### src/sv/tsq_pkg.sv
// shared constants and types for the thick segment quad unit
package tsq_pkg;

    localparam int COORD_WIDTH_DEF = 13;
    localparam int OFFSET_FRAC_DEF = 8;
    localparam int THICK_W         = 10;
    localparam logic [THICK_W-1:0] THICK_RESET = THICK_W'(1);
    localparam int UNIT_FRAC       = 16;
    localparam int LEN_FRAC        = 8;
    localparam int Q_DEPTH         = 4;

    typedef struct packed {
        logic full;
        logic empty;
    } t_q_status;

endpackage

### src/sv/tsq_queue.sv
// short transaction queue between front end and back end
module tsq_queue import tsq_pkg::*; #(
    parameter int WIDTH = 8
) (
    input  logic             i_clk,
    input  logic             i_rst_n,
    input  logic             i_push,
    input  logic [WIDTH-1:0] i_data,
    input  logic             i_pop,
    output logic [WIDTH-1:0] o_data,
    output t_q_status        o_status
);
    localparam int AW = $clog2(Q_DEPTH);
    localparam int CW = $clog2(Q_DEPTH + 1);

    logic [WIDTH-1:0] r_mem [0:Q_DEPTH-1];
    logic [AW-1:0]    r_wp;
    logic [AW-1:0]    r_rp;
    logic [CW-1:0]    r_cnt;

    always_ff @(posedge i_clk) begin
        if (!i_rst_n) begin
            r_wp  <= '0;
            r_rp  <= '0;
            r_cnt <= '0;
        end else begin
            if (i_push) r_wp <= r_wp + AW'(1);
            if (i_pop)  r_rp <= r_rp + AW'(1);
            if (i_push && !i_pop)      r_cnt <= r_cnt + CW'(1);
            else if (!i_push && i_pop) r_cnt <= r_cnt - CW'(1);
        end
    end

    always_ff @(posedge i_clk) begin
        if (i_push) r_mem[r_wp] <= i_data;
    end

    assign o_data          = r_mem[r_rp];
    assign o_status.full   = (r_cnt == CW'(Q_DEPTH));
    assign o_status.empty  = (r_cnt == '0);
endmodule

### config.mk
export PLATFORM = sky130hd
export DESIGN_NAME = tsq_queue
export DESIGN_NICKNAME = d
export VERILOG_FILES = /design/src/sv/tsq_pkg.sv /design/src/sv/tsq_queue.sv
export SDC_FILE = /design/constraint.sdc
export NUM_CORES = 1
export LEC_CHECK = 0
export ABC_CLOCK_PERIOD_IN_PS = 4700
export BUFFER_PORTS_ARGS = -buffer_cell sky130_fd_sc_hd__buf_4
export CAP_MARGIN = 15
export CORE_MARGIN = 1
export CORE_UTILIZATION = 59
export DETAILED_ROUTE_END_ITERATION = 16
export GPL_TIMING_DRIVEN = 1
export PLACE_DENSITY = 0.81
export SETUP_SLACK_MARGIN = 0.05
export SLEW_MARGIN = 25
export SYNTH_ARGS = -nofsm -noshare
export SYNTH_HDL_FRONTEND = slang
export SYNTH_SLANG_ARGS = --single-unit
### constraint.sdc
create_clock -name i_clk -period 4.7 [get_ports i_clk]
set_clock_uncertainty 0.15 [all_clocks]
set_input_delay 0.235 -clock i_clk [delete_from_list [all_inputs] [get_ports i_clk]]
set_output_delay 0.235 -clock i_clk [all_outputs]
set_load 0.01 [all_outputs]
==> load_flow_metrics.sql <==
INSERT INTO impl_metrics (metric_group, metric, value, unit) VALUES
('timing', 'setup_tns', '0', 'ns'),
('grt', 'grt-ovfl-total', '0', ''),
('setup_path', 'worst_ep_arrival_time', '1.78', 'ns'),
('timing', 'timing.final.crit_period', '2.16', 'ns'),
('clocking', 'htree_levels', '2', ''),
('setup_path', 'start_kind', 'flip-flop', ''),
('clocking', 'cts_post_setup_buffers_inserted', '0', ''),
('floorplanning', 'std_cell_rows', '18', ''),
('detailed_routing', 'routed_wire_length_per_instance', '16.5', 'um'),
('detailed_routing', 'finalWirelength', '2480', 'um'),
('cells_and_area', 'antenna_cells', '0', ''),
('power_and_ir_drop', 'p_per_area', '364', 'nW/um^2'),
('timing', 'fmax', '463', 'MHz'),
('timing', 'finalHoldViolCount', '0', ''),
('synthesis', 'postSynthCellCount', '85', ''),
('synthesis', 'yosysTopAreaCellShare', '0.600', ''),
('setup_path', 'worst_path_cell_with_the_longest_stage_delay', 'sky130_fd_sc_hd__dfxtp_1', ''),
('synthesis', 'synth_top_cells_by_area', 'sky130_fd_sc_hd__edfxtp_1, sky130_fd_sc_hd__dfxtp_1, sky130_fd_sc_hd__mux4_2', ''),
('grt', 'groute.layer.met1.usage', '0.245', ''),
('power_and_ir_drop', 'power.share.clock', '0.235', ''),
('placement', 'dpl_cell_area', '1780', 'sq um'),
('clocking', 'clkSlewWorstSetupHoldPaths', '0.11', 'ns'),
('clocking', 'clk_latency_worst_skew_pair', '0.34', 'ns'),
('floorplanning', 'design.die.area', '2930', 'sq um'),
('grt', 'global_route.peak_usage_layer', 'met2', ''),
('floorplanning', 'placeableCoreArea', '2520', 'sq um'),
('detailed_routing', 'initialDrtViolationCount', '8', ''),
('power_and_ir_drop', 'internal_power', '533', 'uW'),
('synthesis', 'synth-edff-count', '32', ''),
('grt', 'grt_start_max_net_pins', '13', ''),
('synthesis', 'synth.distinct_cells', '19', ''),
('grt', 'groute.usage.overall', '0.210', ''),
('synthesis', 'post_synth_most_frequent_cells', 'sky130_fd_sc_hd__edfxtp_1, sky130_fd_sc_hd__and2_1, sky130_fd_sc_hd__dfxtp_1, sky130_fd_sc_hd__mux4_2, sky130_fd_sc_hd__ha_1', ''),
('timing', 'timing.final.setup_violations', '0', ''),
('cells_and_area', 'final_core_utilization', '0.762', ''),
('cells_and_area', 'layout.nets', '138', ''),
('synthesis', 'yosysMostFrequentCell', 'sky130_fd_sc_hd__edfxtp_1', ''),
('grt', 'grt_util_met2', '0.341', ''),
('cells_and_area', 'flow.area_growth_from_synthesis', '19.9', '%'),
('clocking', 'cts-root-to-sink-buffers', '2', ''),
('grt', 'gr-usage-met3', '0.0847', ''),
('power_and_ir_drop', 'pwr-share-seq', '0.617', ''),
('placement', 'place.detailed.hpwl', '1600', 'um'),
('placement', 'place.gp.congestion', '0.635', ''),
('timing', 'drv_slew', '0', ''),
('timing', 'relative_max_transition_margin', '0.628', ''),
('synthesis', 'synth_sequential_area_ratio', '0.712', ''),
('placement', 'port-buffer-count', '21', ''),
('run_status', 'outcome', 'finished, final reports clean', ''),
('power_and_ir_drop', 'leakage', '0.709', 'nW'),
('synthesis', 'post_synth.cell_area_avg', '18.9', 'sq um'),
('timing', 'rsz_0062_raised_after_global_routing', 'false', ''),
('detailed_routing', 'route.detailed.vias_per_inst', '5.25', ''),
('setup_path', 'critPathMaxFanout', '8', ''),
('floorplanning', 'boundary_pin_count', '22', ''),
('synthesis', 'yosysWarningCount', '0', ''),
('clocking', 'cts_repair_resize_count', '0', ''),
('cells_and_area', 'cell_area_after_layout', '1920', 'sq um'),
('clocking', 'cts-root-buf', 'sky130_fd_sc_hd__clkbuf_4', ''),
('detailed_routing', 'number_of_remaining_drc_errors', '0', ''),
('grt', 'grt_antenna_before_repair', '0', ''),
('cells_and_area', 'layout_fillers', '163', ''),
('min_path', 'worst_hold_path_type', 'input pin to flip-flop', ''),
('timing', 'post-route-period-util', '0.460', ''),
('clocking', 'postCtsHoldBufs', '9', ''),
('synthesis', 'ys_async_sr_fraction', '0', ''),
('grt', 'grt_pass1_wl', '3820', 'um'),
('clocking', 'clkSinkCount', '41', ''),
('floorplanning', 'die_x', '54.1', 'um'),
('setup_path', 'crit_path_cell_trace', 'mux4_2 -> buf_4', ''),
('synthesis', 'synth_area_leader_cell', 'sky130_fd_sc_hd__edfxtp_1', '');
==> worst max-delay path, delay by kind of cell, from the launching register on <==
family / cells / cell delay (ns)
buffers and inverters: 1 / 0.16
multiplexers: 1 / 0.58
flip-flops: 1 / 0.69
==> cell usage in the layout (no fill, tap or decap), types with 3 or more instances in the layout <==
cell,instances
sky130_fd_sc_hd__and2_1,9
sky130_fd_sc_hd__buf_4,21
sky130_fd_sc_hd__clkbuf_4,5
sky130_fd_sc_hd__dfxtp_1,9
sky130_fd_sc_hd__dlygate4sd3_1,9
sky130_fd_sc_hd__edfxtp_1,32
sky130_fd_sc_hd__ha_1,5
sky130_fd_sc_hd__inv_1,4
sky130_fd_sc_hd__mux4_2,8
sky130_fd_sc_hd__xor2_1,3
==> worst paths after layout <==
path / from / endpoint / slack [ns] / cells past startpoint
max: flip-flop / o_data[7] / 2.54 / 2
min: i_push / r_wp[1] / 0.06 / 3
max reg2reg: r_cnt[0] / r_cnt[2] / 3.02 / 4
min reg2reg: r_cnt[2] / r_cnt[2] / 0.37 / 2
==> metal layers <==
layer  vias up  wire (um)
met1       383       1030
met3         6        114
met5         -          0
met2        17       1290
met4         0         48
li1        386          -
==> power by group through the flow <==
stage                     clock network (mW)  registers (mW)  logic [mW]
final                                  0.164           0.432       0.104
after global routing                   0.183           0.435       0.114
after CTS                              0.171           0.433       0.105
after detailed placement                   0           0.441      0.0989
after global placement                     0           0.438      0.0937
after floorplan                            0           0.431      0.0639
==> sequential cells by signal, summed over array words and instances, names as in the netlist, named ones only <==
| signal | flops |
|---|---|
| r_wp | 2 |
| r_mem | 32 |
| r_rp | 2 |
| r_cnt | 3 |
==> cell type report <==
class                           count  area share
Tap cell                           30      0.0195
Clock inverter                      1     0.00260
Timing Repair Buffer               30       0.129
Clock buffer                        7      0.0234
Sequential cell                    41       0.594
Inverter                            4     0.00781
Multi-Input combinational cell     38       0.224
==> kinds of logic after synthesis <==
group,Yosys count,share of synthesized area
and+or+nand+nor,15,0.0570
xor gates and xnor gates,5,0.0273
adders and majority gates,6,0.0515
muxes,10,0.125
AOI/OAI and AO/OA,2,0.00781
DFF,41,0.712
buffers and inverters,6,0.0195
==> stage by stage <==
stage	std cells	total power [mW]	setup WS [ns]	hold slack, ns
after CTS	151	0.709	2.48	0.0416
after global placement	134	0.532	2.90	0.284
final	151	0.700	2.54	0.0602
after floorplan	85	0.494	3.06	0.184
after detailed placement	134	0.540	2.82	0.291
after global routing	151	0.732	2.41	0.0687
No activity file was read; power rests on OpenSTA's default activity.
