==> src/sv/tsq_pkg.sv <==
// shared constants and types for the thick segment quad unit
package tsq_pkg;

    localparam int COORD_WIDTH_DEF = 13;
    localparam int OFFSET_FRAC_DEF = 8;
    localparam int THICK_W         = 10;
    localparam logic [THICK_W-1:0] THICK_RESET = THICK_W'(1);
    localparam int UNIT_FRAC       = 16;
    localparam int LEN_FRAC        = 8;
    localparam int Q_DEPTH         = 4;

    typedef struct packed {
        logic full;
        logic empty;
    } t_q_status;

endpackage

==> src/sv/tsq_front.sv <==
// front end: endpoint differences and coincident-endpoint classification
module tsq_front import tsq_pkg::*; #(
    parameter int COORD_WIDTH = COORD_WIDTH_DEF
) (
    input  logic signed [COORD_WIDTH-1:0] i_start_x,
    input  logic signed [COORD_WIDTH-1:0] i_start_y,
    input  logic signed [COORD_WIDTH-1:0] i_end_x,
    input  logic signed [COORD_WIDTH-1:0] i_end_y,
    output logic [6*COORD_WIDTH+2:0]      o_item
);
    localparam int DW = COORD_WIDTH + 1;

    logic signed [DW-1:0] dx;
    logic signed [DW-1:0] dy;
    logic                 zero;

    assign dx   = DW'(i_end_x) - DW'(i_start_x);
    assign dy   = DW'(i_end_y) - DW'(i_start_y);
    // both endpoints coincide: square instead of a stroked segment
    assign zero = (dx == '0) && (dy == '0);

    assign o_item = {i_start_x, i_start_y, i_end_x, i_end_y, dx, dy, zero};
endmodule

==> config.mk <==
export PLATFORM = sky130hd
export DESIGN_NAME = tsq_front
export DESIGN_NICKNAME = d
export VERILOG_FILES = /design/src/sv/tsq_pkg.sv /design/src/sv/tsq_front.sv
export SDC_FILE = /design/constraint.sdc
export NUM_CORES = 1
export LEC_CHECK = 0
export BUFFER_PORTS_ARGS = -buffer_cell sky130_fd_sc_hd__buf_4
export CAP_MARGIN = 20
export CORE_MARGIN = 2
export CORE_UTILIZATION = 44
export DETAILED_ROUTE_END_ITERATION = 10
export PLACE_DENSITY = 0.85
export RECOVER_POWER = 100
export SLEW_MARGIN = 40
export SYNTH_ARGS = -nofsm -noshare
export SYNTH_HDL_FRONTEND = slang
export SYNTH_SLANG_ARGS = --single-unit
==> constraint.sdc <==
create_clock -name vclk -period 5.75
set_input_delay 1.15 -clock vclk [all_inputs]
set_output_delay 1.15 -clock vclk [all_outputs]
set_load 0.01 [all_outputs]
==> results of run 1 <==
-- worst max-delay path by stage --
stage	slack, ns	endpoint	cells past startpoint	start
finish	0.62	o_item[0]	14	i_end_x[0]
CTS	0.58	o_item[0]	14	i_end_x[0]
global route	0.32	o_item[0]	12	i_start_y[8]
global placement	0.65	o_item[0]	14	i_end_x[0]
detailed placement	0.57	o_item[0]	14	i_end_x[0]
floorplan	0.86	o_item[0]	13	i_end_x[0]
-- Yosys cell counts, drive strengths merged, types with 2 or more instances --
cell type  count
a21oi         19
or3            3
a31oi          3
o311ai         2
inv           34
o21ai          8
and3           3
ha            26
a211oi         3
o21a           3
nand3          4
nor3           7
xor2           8
or2            5
fa             2
nand4b         2
o2111ai        2
nor2b          3
xnor2         10
clkbuf         3
buf           57
nor2          14
a2111oi        3
a31o           2
o21bai         2
nand2          7
and2           2
nor4           2
a21o           9
-- report_power, final --
| group | internal, µW | switching (µW) |
|---|---|---|
| Sequential | 0 | 0 |
| Clock | 0 | 0 |
| Combinational | 122 | 164 |
-- layer usage --
metal  global-route usage  up-vias  wire length, µm
li1                     -     1016                -
met1                0.197      891             1870
met2                0.382       98             2500
met3               0.0233        8              415
met4               0.0235        0               73
met5                    0        -                0
-- cell usage in the layout (no fill, tap or decap), types with 3 or more instances in the layout --
cell type  instances
nand2_1            7
o21a_1             3
clkbuf_1          78
o21ai_0            8
a21o_1             9
inv_1             34
a211oi_1           3
nor2_1            14
buf_4             55
a21oi_1           18
nor2b_1            3
a31oi_1            3
ha_1              26
xor2_1             8
nor3_1             7
or2_2              5
xnor2_1           10
nand3_1            4
-- metrics by stage --
| stage | hold slack (ns) | std cells | setup slack, ns | utilization | total power [µW] |
|---|---|---|---|---|---|
| after global placement | 2.49 | 387 | 0.652 | 0.617 | 325 |
| after detailed placement | 2.49 | 387 | 0.573 | 0.617 | 331 |
| after floorplan | 2.39 | 264 | 0.865 | - | 209 |
| final | 2.52 | 387 | 0.620 | 0.543 | 286 |
| after CTS | 2.49 | 387 | 0.580 | 0.617 | 332 |
| after global routing | 2.52 | 387 | 0.322 | 0.543 | 316 |
-- area by class of cell --
cell class	count	share of cell area
multi-input combinational	170	0.597
inverter	34	0.0575
tap	50	0.0282
timing repair buffer	133	0.318
-- cells by family after synthesis --
logic type      count (synthesis)  share of synthesized area
mux                             1                    0.00527
fa+ha+maj                      28                      0.192
xor+xnor                       18                     0.0831
buf+inv                        94                      0.298
compound gates                 66                      0.253
simple gates                   57                      0.168
==> impl_metrics.env, run 1 <==
export IMPL_yosysTopAreaCell="buf_4"
export IMPL_arrival_ns=3.98
export IMPL_antenna_left=0
export IMPL_design_seq_count=0
export IMPL_setup_viol=0
export IMPL_port_buffers=133
export IMPL_dieArea_um2=4860
export IMPL_avgRoutedWirePerCell_um=12.5
export IMPL_syn_area_um2=1900
export IMPL_vias_per_cell=5.20
export IMPL_postCtsResizedCells=0
export IMPL_grt_start_max_net_pins=10
export IMPL_post_cts_buffers=0
export IMPL_relSlewSlack=0.613
export IMPL_syn_instance_count=264
export IMPL_run_status="completed"
export IMPL_die_h_um=69.7
export IMPL_cp_slowest_cell="fa_1"
export IMPL_final_setup_tns_ns=0
export IMPL_pin_count=133
export IMPL_ir_worst_vdd_mv=0.0709
export IMPL_synth_avg_cell_area_um2=7.19
export IMPL_synth_distinct_cells=56
export IMPL_rsz0062_at_grt="false"
export IMPL_layout_nets=419
export IMPL_whs_path_depth=2
export IMPL_hp_start="i_start_x[6]"
export IMPL_final_area_um2=2220
export IMPL_die_x_um=69.7
export IMPL_period_minus_slack_ns=5.13
export IMPL_leakage_uw=0.00110
export IMPL_num_vias=2013
export IMPL_hpwl_mm=4.30
export IMPL_hold_path_class="primary input to output pin"
export IMPL_finalMaxSlewViolations=0
export IMPL_cp_required_ns=4.60
export IMPL_drv_cap=0
export IMPL_placed_cell_area_um2=2520
export IMPL_fillers=492
export IMPL_initial_core_util=0.464
export IMPL_drtIter0Drc=82
export IMPL_cp_end_kind="output pin"
export IMPL_register_area_um2=0
export IMPL_synth_fp_nets=344
export IMPL_synth_seq_area_share=0
export IMPL_synth_top_area_frac=0.214
export IMPL_path_cells="buf_4, inv_1, ha_1, inv_1, fa_1, a211o_1, a21o_1, a21oi_2, xnor2_1, or3_1, nor4_2, nand4bb_1, a2111oi_2, buf_4"
export IMPL_path_max_fanout=3
export IMPL_wl_mm=4.85
export IMPL_fin_crit_sh=0.892
export IMPL_worst_pin_slew_ns=0.577
export IMPL_synth_area_leaders="buf_4 21%, ha_1 17%, inv_1 6.7%, a21oi_1 4.7%, xnor2_1 4.6%"
export IMPL_start_kind="primary input"
export IMPL_max_clock_freq_ghz=0.195
export IMPL_firstDrtPassIters=5
export IMPL_antenna_found_initial=0
export IMPL_worst_path_buf_inv=4
export IMPL_core_um2=4090
export IMPL_syn2layout_area_growth_pct=17.0
export IMPL_p_per_area_nw_per_um2=129
export IMPL_grt_pass1_vias=1859
export IMPL_yosysWarnings=0
export IMPL_finalHoldViolCount=0
export IMPL_clock_buffers=0
export IMPL_grt_overflow=0
export IMPL_cp_top_family="compound AO/OA/AOI/OAI gates"
export IMPL_row_count=23
export IMPL_ctsHoldBuffers=0
export IMPL_hold_end="o_item[74]"
export IMPL_grt_pass1_wl_mm=7.78
export IMPL_drcViolationCount=0
export IMPL_slowest_delay_ns=0.40
export IMPL_antenna_cells=0
export IMPL_gp_congestion=0.830
export IMPL_critPathKind="primary input to output pin"
export IMPL_multi_input_area_um2=1330
export IMPL_grtUsageTotal=0.184
export IMPL_drive_above_1_share=0.205
Note: power is estimated with default switching activity, not from simulation.
==> run 2, diff against run 1 <==
BUFFER_PORTS_ARGS = unset   (was -buffer_cell sky130_fd_sc_hd__buf_4)
CORE_UTILIZATION = 45   (was 44)
DONT_BUFFER_PORTS = 1   (was unset)
PLACE_DENSITY = unset   (was 0.85)
RECOVER_POWER = 50   (was 100)
==> impl_metrics.env, run 2 (synthesis results as in run 1) <==
export IMPL_worst_path_buf_inv=2
export IMPL_cp_slowest_cell="a2111oi_2"
export IMPL_hold_path_class="primary input to output pin"
export IMPL_ctsHoldBuffers=0
export IMPL_drv_cap=0
export IMPL_wl_mm=3.57
export IMPL_grt_overflow=0
export IMPL_top_layer_used="met4"
export IMPL_path_max_fanout=3
export IMPL_core_um2=4030
export IMPL_num_vias=1470
export IMPL_port_buffers=0
export IMPL_hpwl_mm=3.13
export IMPL_layout_common_cells="34 x inv_1, 26 x ha_1, 18 x a21oi_1"
export IMPL_cp_top_family="compound AO/OA/AOI/OAI gates"
export IMPL_grt_pass1_vias=1231
export IMPL_rsz0062_at_grt="false"
export IMPL_wl_met3_um=230
export IMPL_path_cells="inv_1, ha_1, inv_1, fa_1, a211o_1, a21o_1, a21oi_2, xnor2_1, or3_1, nor4_2, nand4bb_1, a2111oi_2"
export IMPL_syn2layout_area_growth_pct=-19.8
export IMPL_final_setup_tns_ns=0
export IMPL_cpMostUsedCell="inv_1"
export IMPL_gp_congestion=0.809
export IMPL_period_minus_slack_ns=5.02
export IMPL_vias_per_cell=5.79
export IMPL_antenna_cells=0
export IMPL_register_area_um2=0
export IMPL_firstDrtPassIters=4
export IMPL_p_per_area_nw_per_um2=133
export IMPL_fin_crit_sh=0.873
export IMPL_wl_met1_mm=1.59
export IMPL_antenna_found_initial=0
export IMPL_ir_worst_vdd_mv=0.0489
export IMPL_die_h_um=68.9
export IMPL_die_x_um=68.9
export IMPL_grtUsageTotal=0.137
export IMPL_max_clock_freq_ghz=0.199
export IMPL_grt_pass1_wl_mm=5.29
export IMPL_route_met2_wl_mm=1.73
export IMPL_run_status="completed"
export IMPL_fillers=457
export IMPL_dieArea_um2=4750
export IMPL_avgRoutedWirePerCell_um=14.0
export IMPL_postCtsResizedCells=0
export IMPL_grt_start_max_net_pins=10
export IMPL_post_cts_buffers=0
export IMPL_design_seq_count=0
export IMPL_finalHoldViolCount=0
export IMPL_initial_core_util=0.471
export IMPL_drive_above_1_share=0.0784
export IMPL_relSlewSlack=0.547
export IMPL_whs_ns=2.30
export IMPL_layout_nets=286
export IMPL_crit_path_start="i_end_x[0]"
export IMPL_pin_count=133
export IMPL_start_kind="primary input"
export IMPL_drtIter0Drc=66
export IMPL_clock_buffers=0
export IMPL_cp_end_kind="output pin"
export IMPL_leakage_uw=0.000743
export IMPL_cp_required_ns=4.60
export IMPL_slowest_delay_ns=0.49
export IMPL_hp_start="i_end_y[3]"
export IMPL_mostFrequentLayoutCell="inv_1"
export IMPL_finalMaxSlewViolations=0
export IMPL_antenna_left=0
export IMPL_drcViolationCount=0
export IMPL_critPathKind="primary input to output pin"
export IMPL_setup_viol=0
export IMPL_worst_pin_slew_ns=0.669
export IMPL_row_count=23
export IMPL_arrival_ns=3.87
run 2: per-stage QoR:
| step | util | instances | instance area, µm² | power (µW) | setup slack (ns) |
|---|---|---|---|---|---|
| after floorplan | - | 264 | 1900 | 209 | 0.865 |
| after global placement | 0.378 | 254 | 1520 | 202 | 0.719 |
| after detailed placement | 0.378 | 254 | 1520 | 203 | 0.698 |
| after CTS | 0.378 | 254 | 1520 | 204 | 0.695 |
| after global routing | 0.378 | 254 | 1520 | 225 | 0.539 |
| final | 0.378 | 254 | 1520 | 203 | 0.731 |
run 2: area by class of cell:
class                      instances  area [µm²]  area share
multi-input combinational        170        1330       0.875
inverter                          34         128      0.0838
tap                               50        62.6      0.0411
run 2: path summary, 6_finish.rpt:
check,depth (start not counted),end
setup / recovery,12,o_item[0]
hold / removal,0,o_item[32]
run 2: layer usage:
metal  GRT usage  vias to the layer above
li1            -                      745
met1       0.177                      665
met2       0.250                       56
met3      0.0130                        4
met4      0.0147                        0
met5           0                        -
run 2: power breakdown:
part / switching, µW / internal, µW
clock network: 0 / 0
registers: 0 / 0
logic: 126 / 76.7
total: 126 / 76.7
==> run 3, diff against run 2 <==
clock period = 4.9 ns   (was 5.75 ns; I/O delays follow)
==> impl_metrics.env, run 3 (synthesis results as in run 1) <==
export IMPL_layout_common_cells="34 x inv_1, 26 x ha_1, 18 x a21oi_1"
export IMPL_drv_cap=0
export IMPL_syn2layout_area_growth_pct=-19.8
export IMPL_initial_core_util=0.471
export IMPL_critPathKind="primary input to output pin"
export IMPL_crit_end="o_item[0]"
export IMPL_antenna_left=0
export IMPL_cpMostUsedCell="inv_1"
export IMPL_period_minus_slack_ns=4.68
export IMPL_postCtsResizedCells=0
export IMPL_register_area_um2=0
export IMPL_max_clock_freq_ghz=0.214
export IMPL_ir_worst_vdd_mv=0.0574
export IMPL_slowest_delay_ns=0.49
export IMPL_die_x_um=68.9
export IMPL_p_comb_frac=1.000
export IMPL_vias_per_cell=5.75
export IMPL_power_switching_uw=148
export IMPL_row_count=23
export IMPL_grt_overflow=0
export IMPL_p_per_area_nw_per_um2=156
export IMPL_setup_viol=0
export IMPL_hp_start="i_end_y[3]"
export IMPL_dieArea_um2=4750
export IMPL_antenna_found_initial=0
export IMPL_finalHoldViolCount=0
export IMPL_path_cells="inv_1, ha_1, inv_1, fa_1, a211o_1, a21o_1, a21oi_2, xnor2_1, or3_1, nor4_2, nand4bb_1, a2111oi_2"
export IMPL_core_um2=4030
export IMPL_cellInternalPower_uw=90.0
export IMPL_cp_slowest_cell="a2111oi_2"
export IMPL_grt_start_max_net_pins=10
export IMPL_grt_pass1_vias=1231
export IMPL_firstDrtPassIters=4
export IMPL_pre_cts_slack_ns=0.188
export IMPL_clock_buffers=0
export IMPL_multi_input_area_um2=1330
export IMPL_path_max_fanout=3
export IMPL_hpwl_mm=3.13
export IMPL_antenna_cells=0
export IMPL_fin_crit_sh=0.955
export IMPL_cp_required_ns=3.92
export IMPL_start_kind="primary input"
export IMPL_pin_count=133
export IMPL_port_buffers=0
export IMPL_hold_path_class="primary input to output pin"
export IMPL_crit_path_start="i_end_x[0]"
export IMPL_gp_congestion=0.809
export IMPL_switching_share=0.622
export IMPL_wl_mm=3.56
export IMPL_timing_final_ws_setup_ns=0.221
export IMPL_ctsHoldBuffers=0
export IMPL_finalMaxSlewViolations=0
export IMPL_design_seq_count=0
export IMPL_drtIter0Drc=66
export IMPL_final_setup_tns_ns=0
export IMPL_finalPower_uw=238
export IMPL_drive_above_1_share=0.0784
export IMPL_drcViolationCount=0
export IMPL_die_h_um=68.9
export IMPL_layout_nets=286
export IMPL_run_status="completed"
export IMPL_rsz0062_at_grt="false"
export IMPL_post_cts_buffers=0
export IMPL_avgRoutedWirePerCell_um=14.0
export IMPL_cp_end_kind="output pin"
export IMPL_worst_pin_slew_ns=0.669
export IMPL_grt_pass1_wl_mm=5.29
export IMPL_mostFrequentLayoutCell="inv_1"
export IMPL_pwr_share_clk=0
export IMPL_fillers=456
export IMPL_num_vias=1460
export IMPL_p_seq_frac=0
export IMPL_leakage_uw=0.000743
export IMPL_arrival_ns=3.70
export IMPL_grtUsageTotal=0.137
export IMPL_relSlewSlack=0.547
-- run 3: worst max-delay path: cells and delay by family --
kind                       cells  cell delay (ns)
and+or+nand+nor                3             0.82
adders and majority gates      2             0.54
AOI/OAI and AO/OA              4             1.14
xor gates and xnor gates       1             0.14
buffers and inverters          2             0.09
-- run 3: power by group through the flow --
| stage | combinational, µW | sequential [µW] | clock [µW] |
|---|---|---|---|
| detailed placement | 239 | 0 | 0 |
| global route | 264 | 0 | 0 |
| CTS | 240 | 0 | 0 |
| finish | 238 | 0 | 0 |
| floorplan | 246 | 0 | 0 |
| global placement | 237 | 0 | 0 |
-- run 3: worst min-delay path by stage --
stage | endpoint | slack [ns] | depth (start not counted)
3_5_place_dp | o_item[29] | 1.96 | 0
5_1_grt | o_item[71] | 1.96 | 0
6_report | o_item[32] | 1.96 | 0
2_1_floorplan | o_item[29] | 2.05 | 1
3_3_place_gp | o_item[29] | 1.96 | 0
4_1_cts | o_item[29] | 1.96 | 0
-- run 3: layout make-up --
cell class / count / share of cell area
multi-input cells: 170 / 0.875
inverters: 34 / 0.0838
well taps: 50 / 0.0411
-- run 3: through the flow --
stage / cell area, µm² / instances / hold WS [ns] / util
after floorplan: 1900 / 264 / 2.05 / -
final: 1520 / 254 / 1.96 / 0.378
after detailed placement: 1520 / 254 / 1.96 / 0.378
after global routing: 1520 / 254 / 1.96 / 0.378
after global placement: 1520 / 254 / 1.96 / 0.378
after CTS: 1520 / 254 / 1.96 / 0.378
-- run 3: routing by layer --
layer	wire length [µm]	global-route usage
met5	0	0
met1	1600	0.177
met3	220	0.0130
met4	9	0.0147
met2	1730	0.250
